==> src/rtl/bmpg_pkg.sv <==
// Shared types, constants and codes for the BMP sheet to glyph row converter.
package bmpg_pkg;

   // Sheet geometry and header layout
   localparam int unsigned SheetSide    = 128;
   localparam int unsigned MaxRowLen    = 132;
   localparam int unsigned HeaderLen    = 54;
   localparam int unsigned MinDibSize   = 40;
   localparam int unsigned RspFifoDepth = 8;

   localparam logic [7:0] MagicFirst  = 8'h42;
   localparam logic [7:0] MagicSecond = 8'h4D;

   // Padded row length and pixel data length per depth
   localparam int unsigned Stride1    = ((SheetSide * 1 + 31) / 32) * 4;
   localparam int unsigned Stride4    = ((SheetSide * 4 + 31) / 32) * 4;
   localparam int unsigned Stride8    = ((SheetSide * 8 + 31) / 32) * 4;
   localparam int unsigned DataBytes1 = SheetSide * 1 / 8;
   localparam int unsigned DataBytes4 = SheetSide * 4 / 8;
   localparam int unsigned DataBytes8 = SheetSide * 8 / 8;

   typedef enum logic [1:0] {
      PH_HEADER = 2'd0,
      PH_SKIP   = 2'd1,
      PH_PIXELS = 2'd2,
      PH_DONE   = 2'd3
   } phase_type;

   typedef enum logic [2:0] {
      ST_OK             = 3'd0,
      ST_NOT_BMP        = 3'd1,
      ST_BAD_HEADER     = 3'd2,
      ST_WRONG_SIZE     = 3'd3,
      ST_BAD_DEPTH      = 3'd4,
      ST_TRUNCATED      = 3'd5,
      ST_OFFSET_OVERLAP = 3'd6
   } status_type;

   typedef enum logic {
      KIND_ROW    = 1'b0,
      KIND_STATUS = 1'b1
   } kind_type;

   typedef struct packed {
      kind_type   item_kind;
      logic [7:0] glyph_code;
      logic [2:0] glyph_line;
      logic [7:0] glyph_bits;
      status_type load_status;
      logic       final_item;
   } result_type;

   // Up to two result words produced by one input word, in order
   typedef struct packed {
      logic       first_valid;
      logic       second_valid;
      result_type first;
      result_type second;
   } push_type;

endpackage

==> src/rtl/bmpg_req_if.sv <==
// Input channel: one byte of the BMP file per word.
interface bmpg_req_if;
   logic       valid;
   logic       ready;
   logic [7:0] data_byte;
   logic       end_of_file;

   modport source (output valid, output data_byte, output end_of_file, input ready);
   modport sink   (input valid, input data_byte, input end_of_file, output ready);
endinterface

==> src/rtl/bmpg_rsp_if.sv <==
// Result channel: glyph row writes and the final load status.
interface bmpg_rsp_if;
   logic       valid;
   logic       ready;
   logic       item_kind;
   logic [7:0] glyph_code;
   logic [2:0] glyph_line;
   logic [7:0] glyph_bits;
   logic [2:0] load_status;
   logic       final_item;

   modport source (output valid, output item_kind, output glyph_code, output glyph_line,
                   output glyph_bits, output load_status, output final_item, input ready);
   modport sink   (input valid, input item_kind, input glyph_code, input glyph_line,
                   input glyph_bits, input load_status, input final_item, output ready);
endinterface

==> src/rtl/bmpg_parser.sv <==
// Header parser and pixel unpacker: one file byte per cycle, up to two results.
module bmpg_parser (
   input  logic              clock,
   input  logic              reset,
   input  logic              item_valid,
   input  logic [7:0]        data_byte,
   input  logic              end_of_file,
   output bmpg_pkg::push_type push
);

   localparam logic [31:0] HeightUp   = 32'(bmpg_pkg::SheetSide);
   localparam logic [31:0] HeightDown = 32'd0 - HeightUp;
   localparam logic        Depth1Fits = (bmpg_pkg::Stride1 <= bmpg_pkg::MaxRowLen);
   localparam logic        Depth4Fits = (bmpg_pkg::Stride4 <= bmpg_pkg::MaxRowLen);
   localparam logic        Depth8Fits = (bmpg_pkg::Stride8 <= bmpg_pkg::MaxRowLen);

   bmpg_pkg::phase_type phase_ff, phase_in, phase_mid;
   logic [31:0] pos_ff, pos_in;
   logic [31:0] offset_ff, offset_in;
   logic [31:0] dib_ff, dib_in;
   logic [31:0] width_ff, width_in;
   logic [31:0] height_ff, height_in;
   logic [15:0] depth_ff, depth_in;
   logic [31:0] comp_ff, comp_in;
   logic        magic_ff, magic_in;
   logic [7:0]  rows_ff, rows_in;
   logic [7:0]  bir_ff, bir_in;
   logic [7:0]  acc_ff, acc_in;
   logic [2:0]  cnt_ff, cnt_in;

   bmpg_pkg::status_type hdr_status;
   logic        depth_ok;
   logic [5:0]  hdr_pos;
   logic [1:0]  lane;
   logic [7:0]  stride;
   logic [7:0]  data_bytes;
   logic [7:0]  acc_new;
   logic [3:0]  npix;
   logic [3:0]  cnt_sum;
   logic [3:0]  x_group;
   logic [6:0]  glyph_y;
   logic [7:0]  bir_next;
   logic [7:0]  rows_next;

   // Candidate results in model order: glyph row, phase status, end of file status
   logic                 row_valid, stat_valid, eof_valid;
   bmpg_pkg::result_type row_item, stat_item, eof_item;

   function automatic bmpg_pkg::result_type status_item(input bmpg_pkg::status_type s);
      bmpg_pkg::result_type r;
      r.item_kind   = bmpg_pkg::KIND_STATUS;
      r.glyph_code  = 8'd0;
      r.glyph_line  = 3'd0;
      r.glyph_bits  = 8'd0;
      r.load_status = s;
      r.final_item  = 1'b1;
      return r;
   endfunction

   assign hdr_pos = pos_ff[5:0];

   always_comb begin
      depth_ok = ((depth_ff == 16'd1) && Depth1Fits) ||
                 ((depth_ff == 16'd4) && Depth4Fits) ||
                 ((depth_ff == 16'd8) && Depth8Fits);
      hdr_status = bmpg_pkg::ST_OK;
      if (!magic_ff) begin
         hdr_status = bmpg_pkg::ST_NOT_BMP;
      end else if (dib_ff < 32'(bmpg_pkg::MinDibSize) || comp_ff != 32'd0) begin
         hdr_status = bmpg_pkg::ST_BAD_HEADER;
      end else if (width_ff != HeightUp || !(height_ff == HeightUp || height_ff == HeightDown)) begin
         hdr_status = bmpg_pkg::ST_WRONG_SIZE;
      end else if (!depth_ok) begin
         hdr_status = bmpg_pkg::ST_BAD_DEPTH;
      end else if (offset_ff < 32'(bmpg_pkg::HeaderLen)) begin
         hdr_status = bmpg_pkg::ST_OFFSET_OVERLAP;
      end
   end

   // Per-depth row geometry and pixel packing
   always_comb begin
      case (depth_ff)
         16'd1: begin
            stride     = 8'(bmpg_pkg::Stride1);
            data_bytes = 8'(bmpg_pkg::DataBytes1);
            npix       = 4'd8;
            acc_new    = data_byte;
            x_group    = bir_ff[3:0];
         end
         16'd4: begin
            stride     = 8'(bmpg_pkg::Stride4);
            data_bytes = 8'(bmpg_pkg::DataBytes4);
            npix       = 4'd2;
            acc_new    = {acc_ff[5:0], |data_byte[7:4], |data_byte[3:0]};
            x_group    = bir_ff[5:2];
         end
         default: begin
            stride     = 8'(bmpg_pkg::Stride8);
            data_bytes = 8'(bmpg_pkg::DataBytes8);
            npix       = 4'd1;
            acc_new    = {acc_ff[6:0], |data_byte};
            x_group    = bir_ff[6:3];
         end
      endcase
      cnt_sum   = {1'b0, cnt_ff} + npix;
      glyph_y   = height_ff[31] ? rows_ff[6:0] : (7'(bmpg_pkg::SheetSide - 1) - rows_ff[6:0]);
      bir_next  = bir_ff + 8'd1;
      rows_next = rows_ff + 8'd1;
   end

   always_comb begin
      phase_in  = phase_ff;
      pos_in    = pos_ff;
      offset_in = offset_ff;
      dib_in    = dib_ff;
      width_in  = width_ff;
      height_in = height_ff;
      depth_in  = depth_ff;
      comp_in   = comp_ff;
      magic_in  = magic_ff;
      rows_in   = rows_ff;
      bir_in    = bir_ff;
      acc_in    = acc_ff;
      cnt_in    = cnt_ff;
      lane      = 2'd0;

      row_valid  = 1'b0;
      stat_valid = 1'b0;
      eof_valid  = 1'b0;
      row_item.item_kind   = bmpg_pkg::KIND_ROW;
      row_item.glyph_code  = {glyph_y[6:3], x_group};
      row_item.glyph_line  = glyph_y[2:0];
      row_item.glyph_bits  = acc_new;
      row_item.load_status = bmpg_pkg::ST_OK;
      row_item.final_item  = 1'b0;
      stat_item = status_item(hdr_status);
      eof_item  = status_item(bmpg_pkg::ST_NOT_BMP);

      if (item_valid) begin
         case (phase_ff)
            bmpg_pkg::PH_HEADER: begin
               // Header bytes arrive once each after a clear, so drop them into lanes
               case (hdr_pos) inside
                  6'd0: magic_in = (data_byte == bmpg_pkg::MagicFirst);
                  6'd1: magic_in = magic_ff && (data_byte == bmpg_pkg::MagicSecond);
                  [6'd10:6'd13]: begin
                     lane = 2'(hdr_pos - 6'd10);
                     offset_in[{lane, 3'b000} +: 8] = data_byte;
                  end
                  [6'd14:6'd17]: begin
                     lane = 2'(hdr_pos - 6'd14);
                     dib_in[{lane, 3'b000} +: 8] = data_byte;
                  end
                  [6'd18:6'd21]: begin
                     lane = 2'(hdr_pos - 6'd18);
                     width_in[{lane, 3'b000} +: 8] = data_byte;
                  end
                  [6'd22:6'd25]: begin
                     lane = 2'(hdr_pos - 6'd22);
                     height_in[{lane, 3'b000} +: 8] = data_byte;
                  end
                  [6'd28:6'd29]: begin
                     lane = 2'(hdr_pos - 6'd28);
                     depth_in[{lane[0], 3'b000} +: 8] = data_byte;
                  end
                  [6'd30:6'd33]: begin
                     lane = 2'(hdr_pos - 6'd30);
                     comp_in[{lane, 3'b000} +: 8] = data_byte;
                  end
                  default: ;
               endcase
               if (hdr_pos == 6'(bmpg_pkg::HeaderLen - 1)) begin
                  if (hdr_status != bmpg_pkg::ST_OK) begin
                     stat_valid = 1'b1;
                     phase_in   = bmpg_pkg::PH_DONE;
                  end else if (offset_ff == 32'(bmpg_pkg::HeaderLen)) begin
                     phase_in = bmpg_pkg::PH_PIXELS;
                  end else begin
                     phase_in = bmpg_pkg::PH_SKIP;
                  end
               end
            end
            bmpg_pkg::PH_SKIP: begin
               if ((pos_ff + 32'd1) >= offset_ff) begin
                  phase_in = bmpg_pkg::PH_PIXELS;
               end
            end
            bmpg_pkg::PH_PIXELS: begin
               if (bir_ff < data_bytes) begin
                  if (cnt_sum[3]) begin
                     row_valid = 1'b1;
                     acc_in    = 8'd0;
                     cnt_in    = 3'd0;
                  end else begin
                     acc_in = acc_new;
                     cnt_in = cnt_sum[2:0];
                  end
               end
               bir_in = bir_next;
               // Row padding done: restart the row and count it
               if (bir_next >= stride) begin
                  bir_in  = 8'd0;
                  acc_in  = 8'd0;
                  cnt_in  = 3'd0;
                  rows_in = rows_next;
                  if (rows_next >= 8'(bmpg_pkg::SheetSide)) begin
                     stat_valid = 1'b1;
                     stat_item  = status_item(bmpg_pkg::ST_OK);
                     phase_in   = bmpg_pkg::PH_DONE;
                  end
               end
            end
            default: ;
         endcase

         if (pos_ff != 32'hFFFF_FFFF) begin
            pos_in = pos_ff + 32'd1;
         end

         if (end_of_file) begin
            case (phase_in)
               bmpg_pkg::PH_HEADER: begin
                  eof_valid = 1'b1;
               end
               bmpg_pkg::PH_SKIP, bmpg_pkg::PH_PIXELS: begin
                  eof_valid = 1'b1;
                  eof_item  = status_item(bmpg_pkg::ST_TRUNCATED);
               end
               default: ;
            endcase
            phase_in  = bmpg_pkg::PH_HEADER;
            pos_in    = 32'd0;
            offset_in = 32'd0;
            dib_in    = 32'd0;
            width_in  = 32'd0;
            height_in = 32'd0;
            depth_in  = 16'd0;
            comp_in   = 32'd0;
            magic_in  = 1'b0;
            rows_in   = 8'd0;
            bir_in    = 8'd0;
            acc_in    = 8'd0;
            cnt_in    = 3'd0;
         end
      end
   end

   assign phase_mid = phase_in;

   // Pack candidates into the first and second slot, keeping order
   always_comb begin
      push.first_valid  = row_valid || stat_valid || eof_valid;
      push.second_valid = (row_valid && (stat_valid || eof_valid)) || (stat_valid && eof_valid);
      if (row_valid) begin
         push.first  = row_item;
         push.second = stat_valid ? stat_item : eof_item;
      end else if (stat_valid) begin
         push.first  = stat_item;
         push.second = eof_item;
      end else begin
         push.first  = eof_item;
         push.second = eof_item;
      end
   end

   always_ff @(posedge clock) begin
      if (reset) begin
         phase_ff  <= bmpg_pkg::PH_HEADER;
         pos_ff    <= 32'd0;
         offset_ff <= 32'd0;
         dib_ff    <= 32'd0;
         width_ff  <= 32'd0;
         height_ff <= 32'd0;
         depth_ff  <= 16'd0;
         comp_ff   <= 32'd0;
         magic_ff  <= 1'b0;
         rows_ff   <= 8'd0;
         bir_ff    <= 8'd0;
         acc_ff    <= 8'd0;
         cnt_ff    <= 3'd0;
      end else begin
         phase_ff  <= phase_mid;
         pos_ff    <= pos_in;
         offset_ff <= offset_in;
         dib_ff    <= dib_in;
         width_ff  <= width_in;
         height_ff <= height_in;
         depth_ff  <= depth_in;
         comp_ff   <= comp_in;
         magic_ff  <= magic_in;
         rows_ff   <= rows_in;
         bir_ff    <= bir_in;
         acc_ff    <= acc_in;
         cnt_ff    <= cnt_in;
      end
   end

endmodule

==> src/rtl/bmpg_result_fifo.sv <==
// Result queue: takes up to two words per cycle, gives one per cycle when pop is asserted.
module bmpg_result_fifo #(
   parameter int unsigned DEPTH = bmpg_pkg::RspFifoDepth  // at least 4
) (
   input  logic                    clock,
   input  logic                    reset,
   input  bmpg_pkg::push_type      push,
   input  logic                    pop,
   output bmpg_pkg::result_type    head,
   output logic                    not_empty,
   output logic [$clog2(DEPTH+1)-1:0] count
);

   localparam int unsigned PW = $clog2(DEPTH);
   localparam int unsigned CW = $clog2(DEPTH + 1);

   bmpg_pkg::result_type entry_ff [DEPTH];
   logic [PW-1:0] wr_ff, wr_in, rd_ff, rd_in, wr_second;
   logic [CW-1:0] count_ff, count_in;

   function automatic logic [PW-1:0] next_ptr(input logic [PW-1:0] ptr);
      return (ptr == PW'(DEPTH - 1)) ? '0 : ptr + PW'(1);
   endfunction

   always_comb begin
      wr_second = next_ptr(wr_ff);
      wr_in     = wr_ff;
      if (push.first_valid && push.second_valid) begin
         wr_in = next_ptr(wr_second);
      end else if (push.first_valid) begin
         wr_in = wr_second;
      end
      rd_in    = pop ? next_ptr(rd_ff) : rd_ff;
      count_in = count_ff + CW'(push.first_valid) + CW'(push.second_valid) - CW'(pop);
   end

   always_ff @(posedge clock) begin
      for (int i = 0; i < DEPTH; i++) begin
         if (push.first_valid && wr_ff == PW'(i)) begin
            entry_ff[i] <= push.first;
         end else if (push.second_valid && wr_second == PW'(i)) begin
            entry_ff[i] <= push.second;
         end
      end
   end

   always_ff @(posedge clock) begin
      if (reset) begin
         wr_ff    <= '0;
         rd_ff    <= '0;
         count_ff <= '0;
      end else begin
         wr_ff    <= wr_in;
         rd_ff    <= rd_in;
         count_ff <= count_in;
      end
   end

   assign head      = entry_ff[rd_ff];
   assign not_empty = (count_ff != '0);
   assign count     = count_ff;

endmodule

==> src/rtl/bmp_sheet_to_glyph_rows_top.sv <==
// BMP font sheet to 8x8 glyph rows: top level with input stage and result queue.
// Data path: a file byte is registered in the input stage, parsed combinationally, and its
//   result words are written into the result queue, from which they are offered.
// Throughput: one file byte per cycle while the result side drains; a byte that
//   causes two words (end of sheet or end of file) queues both, drained one word at a time.
// Input is held off when the result queue lacks room for two more words per byte in flight.
// Reset (synchronous): parser state, input stage valid flag and queue pointers clear at once.
module bmp_sheet_to_glyph_rows_top #(
   parameter int unsigned RSP_FIFO_DEPTH = bmpg_pkg::RspFifoDepth
) (
   input  logic         clock,
   input  logic         reset,
   bmpg_req_if.sink     req_ch,
   bmpg_rsp_if.source   rsp_ch
);

   localparam int unsigned CW = $clog2(RSP_FIFO_DEPTH + 1);

   logic       stage_valid_ff, stage_valid_in;
   logic [7:0] stage_byte_ff;
   logic       stage_eof_ff;
   logic       req_accept;
   logic       rsp_pop;
   logic [CW+1:0] room_need;

   bmpg_pkg::push_type   push;
   bmpg_pkg::result_type head;
   logic                 not_empty;
   logic [CW-1:0]        count;

   // Worst case: queued words, two from the staged byte, two from the new one
   assign room_need    = (CW+2)'(count) + (stage_valid_ff ? (CW+2)'(4) : (CW+2)'(2));
   assign req_ch.ready = (room_need <= (CW+2)'(RSP_FIFO_DEPTH));
   assign req_accept   = req_ch.valid && req_ch.ready;
   assign stage_valid_in = req_accept;

   always_ff @(posedge clock) begin
      if (reset) begin
         stage_valid_ff <= 1'b0;
      end else begin
         stage_valid_ff <= stage_valid_in;
      end
   end

   always_ff @(posedge clock) begin
      if (req_accept) begin
         stage_byte_ff <= req_ch.data_byte;
         stage_eof_ff  <= req_ch.end_of_file;
      end
   end

   bmpg_parser u_parser (
      .clock       (clock),
      .reset       (reset),
      .item_valid  (stage_valid_ff),
      .data_byte   (stage_byte_ff),
      .end_of_file (stage_eof_ff),
      .push        (push)
   );

   assign rsp_pop = not_empty && rsp_ch.ready;

   bmpg_result_fifo #(
      .DEPTH (RSP_FIFO_DEPTH)
   ) u_result_fifo (
      .clock     (clock),
      .reset     (reset),
      .push      (push),
      .pop       (rsp_pop),
      .head      (head),
      .not_empty (not_empty),
      .count     (count)
   );

   assign rsp_ch.valid       = not_empty;
   assign rsp_ch.item_kind   = head.item_kind;
   assign rsp_ch.glyph_code  = head.glyph_code;
   assign rsp_ch.glyph_line  = head.glyph_line;
   assign rsp_ch.glyph_bits  = head.glyph_bits;
   assign rsp_ch.load_status = head.load_status;
   assign rsp_ch.final_item  = head.final_item;

endmodule

==> src/flat_wrapper.sv <==
// flat-port wrapper written by rule: the top's interface ports become plain ports
module bmp_sheet_to_glyph_rows_top_flat 
#(
   parameter int unsigned RSP_FIFO_DEPTH = bmpg_pkg::RspFifoDepth
)
  (clock, reset, req_ch_valid, req_ch_data_byte, req_ch_end_of_file, req_ch_ready, rsp_ch_valid, rsp_ch_item_kind, rsp_ch_glyph_code, rsp_ch_glyph_line, rsp_ch_glyph_bits, rsp_ch_load_status, rsp_ch_final_item, rsp_ch_ready);
  bmpg_req_if req_ch_i ();
  bmpg_rsp_if rsp_ch_i ();
  input  logic clock;
  input  logic reset;
  input wire logic [$bits(req_ch_i.valid)-1:0] req_ch_valid;
  input wire logic [$bits(req_ch_i.data_byte)-1:0] req_ch_data_byte;
  input wire logic [$bits(req_ch_i.end_of_file)-1:0] req_ch_end_of_file;
  output wire logic [$bits(req_ch_i.ready)-1:0] req_ch_ready;
  output wire logic [$bits(rsp_ch_i.valid)-1:0] rsp_ch_valid;
  output wire logic [$bits(rsp_ch_i.item_kind)-1:0] rsp_ch_item_kind;
  output wire logic [$bits(rsp_ch_i.glyph_code)-1:0] rsp_ch_glyph_code;
  output wire logic [$bits(rsp_ch_i.glyph_line)-1:0] rsp_ch_glyph_line;
  output wire logic [$bits(rsp_ch_i.glyph_bits)-1:0] rsp_ch_glyph_bits;
  output wire logic [$bits(rsp_ch_i.load_status)-1:0] rsp_ch_load_status;
  output wire logic [$bits(rsp_ch_i.final_item)-1:0] rsp_ch_final_item;
  input wire logic [$bits(rsp_ch_i.ready)-1:0] rsp_ch_ready;
  assign req_ch_i.valid = req_ch_valid;
  assign req_ch_i.data_byte = req_ch_data_byte;
  assign req_ch_i.end_of_file = req_ch_end_of_file;
  assign req_ch_ready = req_ch_i.ready;
  assign rsp_ch_valid = rsp_ch_i.valid;
  assign rsp_ch_item_kind = rsp_ch_i.item_kind;
  assign rsp_ch_glyph_code = rsp_ch_i.glyph_code;
  assign rsp_ch_glyph_line = rsp_ch_i.glyph_line;
  assign rsp_ch_glyph_bits = rsp_ch_i.glyph_bits;
  assign rsp_ch_load_status = rsp_ch_i.load_status;
  assign rsp_ch_final_item = rsp_ch_i.final_item;
  assign rsp_ch_i.ready = rsp_ch_ready;
  bmp_sheet_to_glyph_rows_top #(.RSP_FIFO_DEPTH(RSP_FIFO_DEPTH)) u_core (.clock(clock), .reset(reset), .req_ch(req_ch_i), .rsp_ch(rsp_ch_i));
endmodule
==> config.mk <==
export PLATFORM = sky130hd
export DESIGN_NAME = bmp_sheet_to_glyph_rows_top_flat
export DESIGN_NICKNAME = d
export VERILOG_FILES = /design/src/rtl/bmpg_pkg.sv /design/src/rtl/bmpg_req_if.sv /design/src/rtl/bmpg_rsp_if.sv /design/src/rtl/bmpg_parser.sv /design/src/rtl/bmpg_result_fifo.sv /design/src/rtl/bmp_sheet_to_glyph_rows_top.sv /design/src/flat_wrapper.sv
export SDC_FILE = /design/constraint.sdc
export NUM_CORES = 1
export LEC_CHECK = 0
export BUFFER_PORTS_ARGS = -buffer_cell sky130_fd_sc_hd__buf_2
export CORE_MARGIN = 4
export CORE_UTILIZATION = 50
export CTS_CLUSTER_SIZE = 30
export DETAILED_ROUTE_END_ITERATION = 8
export GPL_ROUTABILITY_DRIVEN = 0
export PLACE_DENSITY = 0.64
export SLEW_MARGIN = 10
export SYNTH_ARGS = -nofsm -noshare
export SYNTH_HDL_FRONTEND = slang
export SYNTH_SLANG_ARGS = --single-unit
export TNS_END_PERCENT = 10
==> constraint.sdc <==
create_clock -name clock -period 8.4 [get_ports clock]
set_input_delay 1.26 -clock clock [delete_from_list [all_inputs] [get_ports clock]]
set_output_delay 1.26 -clock clock [all_outputs]
set_load 0.02 [all_outputs]
# Yosys cells after proc, flatten, opt, wreduce, memory -nomap -nowiden
# Memory sizes are Yosys's and may differ from the RTL's. A register that Yosys moved wholly into a read port is not among the register bits.
# Cells that the tools add are included.
classes:
  add_sub_neg: 24
  n_lt_le_gt_ge: 19
  eq_ne: 38
  n_shift: 12
  n_mux: 189
  bitwise: 8
  reduce_logical: 81
ops:
  columns: ["op", "n"]
  rows:
  - ["32-bit 2-to-1 mux", 38]
  - ["24-bit 2-to-1 mux", 15]
  - ["32-bit bitwise mux", 5]
  - ["8-bit by 7-bit variable shift with 32-bit output (first input constant)", 5]
  - ["8-bit by 7-bit indexed part select with 32-bit output", 5]
  - ["16-bit 2-to-1 mux", 9]
  - ["24-bit OR reduction", 6]
  - ["48-bit 2-to-1 mux", 2]
  - ["3-bit 2-to-1 mux", 24]
  - ["32-bit by 6-bit < comparator with 1-bit output (second input constant)", 2]
  - ["1-bit 2-to-1 mux", 62]
  - ["8-bit 2-to-1 mux", 6]
  - ["7-bit 2-to-1 mux", 6]
  - ["5-bit negation with 7-bit output", 5]
  - ["32-bit by 1-bit adder with 32-bit output (second input constant)", 1]
  - ["32-bit == test (second input constant)", 1]
  - ["32-bit by 6-bit == test with 1-bit output (second input constant)", 1]
  - ["32-bit by 8-bit == test with 1-bit output (second input constant)", 1]
  - ["32-bit >= comparator", 1]
  - ["32-bit inequality test (second input constant)", 1]
  - ["32-bit by 8-bit inequality test with 1-bit output (second input constant)", 1]
  - ["8-bit one-hot mux with 2 select lines", 2]
  - ["32-bit nonzero test", 1]
  - ["1-bit logical AND", 28]
  - ["other kinds (59)", 143]
word_totals:
  regBits: 257
  ramBits: 192
  in_bits: 13
  word_cells: 391
  mem_count: 1
memory_table:
  columns: ["name", "depth", "width", "rd", "rd_ports_with_merged_regs", "write_ports", "line", "source"]
  rows:
  - ["u_core.u_result_fifo.entry_ff", 8, 24, 1, 1, 2, "bmpg_result_fifo.sv:17", "bmpg_pkg::result_type entry_ff [DEPTH];"]

# Logic depth before layout (Yosys ltp)
depth:
  word_depth: 29
  ltp_mapped: 31
  depth_no_buf: 29

# Cells and area by module
# A second synthesis with hierarchy kept.
hier_totals:
  cells_unflattened: 2097
  area_unflattened_um2: 23294.8
by_module_without_submodules:
  columns: ["mod", "instances", "cells_per_inst", "area_per_inst_um2", "seq_area_each_um2"]
  rows:
  - ["bmpg_parser", 1, 1477, 12351.8, 4684.5]
  - ["bmpg_result_fifo", 1, 597, 10535.1, 6025.8]
  - ["bmp_sheet_to_glyph_rows_top", 1, 23, 407.9, 290.3]

# Least setup slack after synthesis
# OpenSTA, ideal clock, no wires.
synth_timing:
  path_kind: "register to register"
  start: "register u_core.u_parser.pos_ff[2]"
  end: "register u_core.u_result_fifo.count_ff[1] (netlist: u_core.u_result_fifo.count[1])"
  setup_ns: 0.132
  arrival_ns: 6.379
  path_slack_ns: 1.890
  path_stages_with_launch: 30
  period_less_slack_ns: 6.510
  cell_sequence: "dfxtp_1 buf_2 and3_1 nand3_1 nor3_1 nand3_1 nor2_1 nand3_1 xnor2_1 ha_1 a21o_1 a21o_1 a21o_1 a21o_1 a211o_1 o211ai_1 o211ai_1 a221o_1 ha_1 nor2_1 nand2_1 o21ai_1 o21a_4 buf_6 inv_1 ha_1 fa_1 inv_1 fa_1 nor2b_1"
synth_via:
  elab_chain_cells: 15
  word_cells_on_any_way: 26
synth_lines:
  columns: ["element", "line", "source"]
  rows:
  - ["start: declaration", "bmpg_parser.sv:18", "logic [31:0] pos_ff, pos_in;"]
  - ["start signal: assignment", "bmpg_parser.sv:283", "pos_ff <= pos_in;"]
  - ["parallel branches: the longest is 13 deep, another holds 32-bit by 1-bit adder with 32-bit output", null, null]
  - ["4-bit by 1-bit adder with 4-bit output *", "bmpg_result_fifo.sv:34", "count_in = count_ff + CW'(push.first_valid) + CW'(push.second_valid) - CW'(pop);"]
  - ["4-bit by 1-bit subtractor with 4-bit output *", "bmpg_result_fifo.sv:34", null]
  - ["net u_core.u_result_fifo.count_in[1]", "bmpg_result_fifo.sv:19", "logic [CW-1:0] count_ff, count_in;"]
  - ["end signal: assignment", "bmpg_result_fifo.sv:55", "count_ff <= count_in;"]
  - ["end: declaration", "bmpg_result_fifo.sv:19", null]
# Mark *: on every way through the listed nets, which the timed path passes. The select of a mux whose other input is x is not followed.
# A chain may end at the register's enable or synchronous reset.

# Worst setup path after layout
# Same ends and word-level chain as after synthesis.

==> results.tsv <==
stage	metric	value	unit
route	drtIter0Drc	1179	
sta	tightest_slew	1.14	ns
synthesis	seq_area_frac_synth	50.2	%
clock_tree	cts_buffer_depth	3	
route	viasPerCell	5.81	
synthesis	synthFlopType	dfxtp_1	
global_route	gr-total-overflow	0	
global_route	antenna_found_initial	0	
synthesis	synth-seq-cells	441	
final_layout	areaGrowthSynthToFinish	10.5	%
clock_tree	path_clk_slew	0.06	ns
floorplan	die_x	213	µm
worst_setup_path	endpoint_kind	flip-flop	
sta	max-slew-margin-rel	23.5	%
route	detail-route-antenna-nets	0	
synthesis	yosys_warnings	0	
sta	fmax	133	MHz
placed_design	dp_cells	2490	
floorplan	num_rows	74	
synthesis	synth_area_per_cell	10.5	µm²
clock_tree	clkSinkCount	441	
power	leakage	0.00850	µW
synthesis	synth_top_area_cell	dfxtp_1	
clock_tree	post-cts-setup-buffers	0	
sta	fin_crit_sh	89.2	%
placed_design	port_buffers	38	
final_layout	drive_above_1_share	11.5	%
synthesis	synthCells	2007	
clock_tree	holdBufCountCts	0	
synthesis	syn_area	21100	µm²
sta	rsz0062_at_grt	no	
global_route	grt_max_degree	134	
floorplan	start_util	51.1	%
worst_setup_path	slowest_delay	0.58	ns
sta	period_minus_slack	7.50	ns
sta	hold_viol	0	
worst_setup_path	start_kind	flip-flop	
route	drc	0	
floorplan	pin_count	39	
outcome	status	completed	
worst_setup_path	required	8.82	ns
final_layout	diodes	0	
final_layout	fin_cells	2575	
run	maxCapViolCount	0	
route	first_pass_iters	5	
clock_tree	cts_made_buffers	47	
power	irDropWorstVdd	0.148	mV
sta	final-max-slew-violation-count	0	
worst_setup_path	slowest_stage	nor3_1	
sta	fin_skew	0.0153	ns
final_layout	nets	2091	
hold_path	hold_path.class	reg2reg	
placed_design	dp_hpwl	34300	µm
clock_tree	clockRootBuffer	clkbuf_16	
synthesis	syn_nets	2091	
sta	setup_viol	0	
worst_setup_path	cpMostUsedCell	a21o_1	
worst_setup_path	arrival	7.92	ns
synthesis	synth_top_area_share	25.5	%
floorplan	coreArea	41200	µm²
power	power_density	233	nW/µm²
final_layout	layout_common_cells	nor2_1 (433), dfxtp_1 (266), edfxtp_1 (173)	
floorplan	die_h	213	µm
clock_tree	clk_latency	0.58	ns
synthesis	async_flop_share	0	%
worst_setup_path	worst-path-max-fanout	17	
route	wirelength	52300	µm
worst_setup_path	critical_path_class	reg2reg	
clock_tree	cts_tree	built	
global_route	track_usage	23.0	%
global_route	grt_pass1_vias	14700	
route	wl_per_cell	20.3	µm
synthesis	ys_types	80	
synthesis	synth_area_leaders	dfxtp_1 (25%), edfxtp_1 (25%), mux2i_1 (8.0%)	
clock_tree	cts-resized-gates	0	
clock_tree	h-tree-depth	2	
final_layout	final_common_cell	nor2_1	
global_route	grt_pass1_wl	82300	µm
sta	fin_setup_tns	0	ns
route	vias	15000	
synthesis	synth_edf_count	173	
floorplan	die_area	45500	µm²
per-layer routing:
metal	global-route usage (%)	vias up	share of wire [%]
met3	2.98	117	4.3
met5	0	-	0
met2	39.8	353	49
li1	-	7156	-
met4	8.76	0	3.5
met1	29.7	7336	43
area by class of cell:
type | count | area (µm²)
sequential | 441 | 10600
tap | 532 | 666
clock buffer | 63 | 1340
clock inverter | 22 | 289
multi-input combinational | 1392 | 9800
inverter | 65 | 244
fill | 3556 | 17900
timing repair buffer | 60 | 362
synthesized netlist by cell type (16+ instances only):
| master | count |
|---|---|
| a21o_1 | 20 |
| mux4_2 | 46 |
| and2_1 | 39 |
| o2bb2ai_1 | 19 |
| ha_1 | 67 |
| xor2_1 | 19 |
| nand3_1 | 32 |
| a21oi_1 | 55 |
| xnor2_1 | 33 |
| mux2_2 | 28 |
| dfxtp_1 | 268 |
| nor4_1 | 39 |
| nor2b_1 | 16 |
| clkbuf_1 | 73 |
| and3_1 | 17 |
| nor2_1 | 433 |
| mux2i_1 | 169 |
| edfxtp_1 | 173 |
| buf_2 | 23 |
| nor3_1 | 20 |
| inv_1 | 65 |
| o21ai_0 | 25 |
| nand2_1 | 85 |
| nand4_1 | 32 |
| a22oi_1 | 22 |
path summary, 6_finish.rpt:
path | slack [ns] | cells past startpoint | start | end
max | 0.90 | 27 | u_core.u_parser.pos_ff[2] | u_core.u_result_fifo.count[1]
min | 0.46 | 1 | u_core.u_result_fifo.entry_ff[4][14] | u_core.u_result_fifo.entry_ff[4][14]
max reg2reg | 0.90 | 27 | u_core.u_parser.pos_ff[2] | u_core.u_result_fifo.count[1]
min reg2reg | 0.46 | 1 | u_core.u_result_fifo.entry_ff[4][14] | u_core.u_result_fifo.entry_ff[4][14]
cells by family after synthesis:
logic type                 after synthesis  share of synthesized area, %
AOI/OAI and AO/OA                      240                          7.90
xor gates and xnor gates                52                          2.16
adders and majority gates               77                          4.65
buffers and inverters                  174                          3.35
DFF                                    441                          50.2
muxes                                  245                          14.6
and+or+nand+nor                        778                          17.2
flip-flops by register name, summed over array words and instances, names as in the netlist, 4 cells and up, named ones only:
| signal | flops |
|---|---|
| u_core.u_parser.pos_ff | 32 |
| u_core.u_parser.comp_ff | 32 |
| u_core.u_parser.offset_ff | 32 |
| u_core.stage_byte_ff | 8 |
| u_core.u_result_fifo.count | 4 |
| u_core.u_parser.rows_ff | 8 |
| u_core.u_parser.width_ff | 32 |
| u_core.u_parser.height_ff | 32 |
| u_core.u_parser.dib_ff | 29 |
| u_core.u_result_fifo.entry_ff | 184 |
| u_core.u_parser.depth_ff | 16 |
| u_core.u_parser.acc_ff | 7 |
| u_core.u_parser.bir_ff | 8 |
report_power, final:
part	switching [µW]	internal, µW
Clock	847	1330
Combinational	498	330
Sequential	120	2280
critical path: cells and delay by family, from the launching register on:
kind	cells	cell delay, ns
xor gates and xnor gates	1	0.20
and+or+nand+nor	9	2.54
AOI/OAI and AO/OA	10	2.20
buffers and inverters	2	0.17
adders and majority gates	5	1.64
DFF	1	0.57
stage by stage:
stage / total power [µW] / instance area [µm²] / worst slack (ns) / hold WS [ns] / util, %
finish: 5410 / 23300 / 0.904 / 0.462 / 56.5
global route: 5620 / 23300 / 0.225 / 0.478 / 56.5
CTS: 5470 / 23300 / 0.934 / 0.465 / 56.5
detailed placement: 3280 / 21600 / 0.978 / 0.444 / 52.5
global placement: 3280 / 21600 / 1.16 / 0.440 / 52.5
floorplan: 3020 / 21100 / 1.89 / 0.428 / -
No activity file was read; power rests on OpenSTA's default activity.
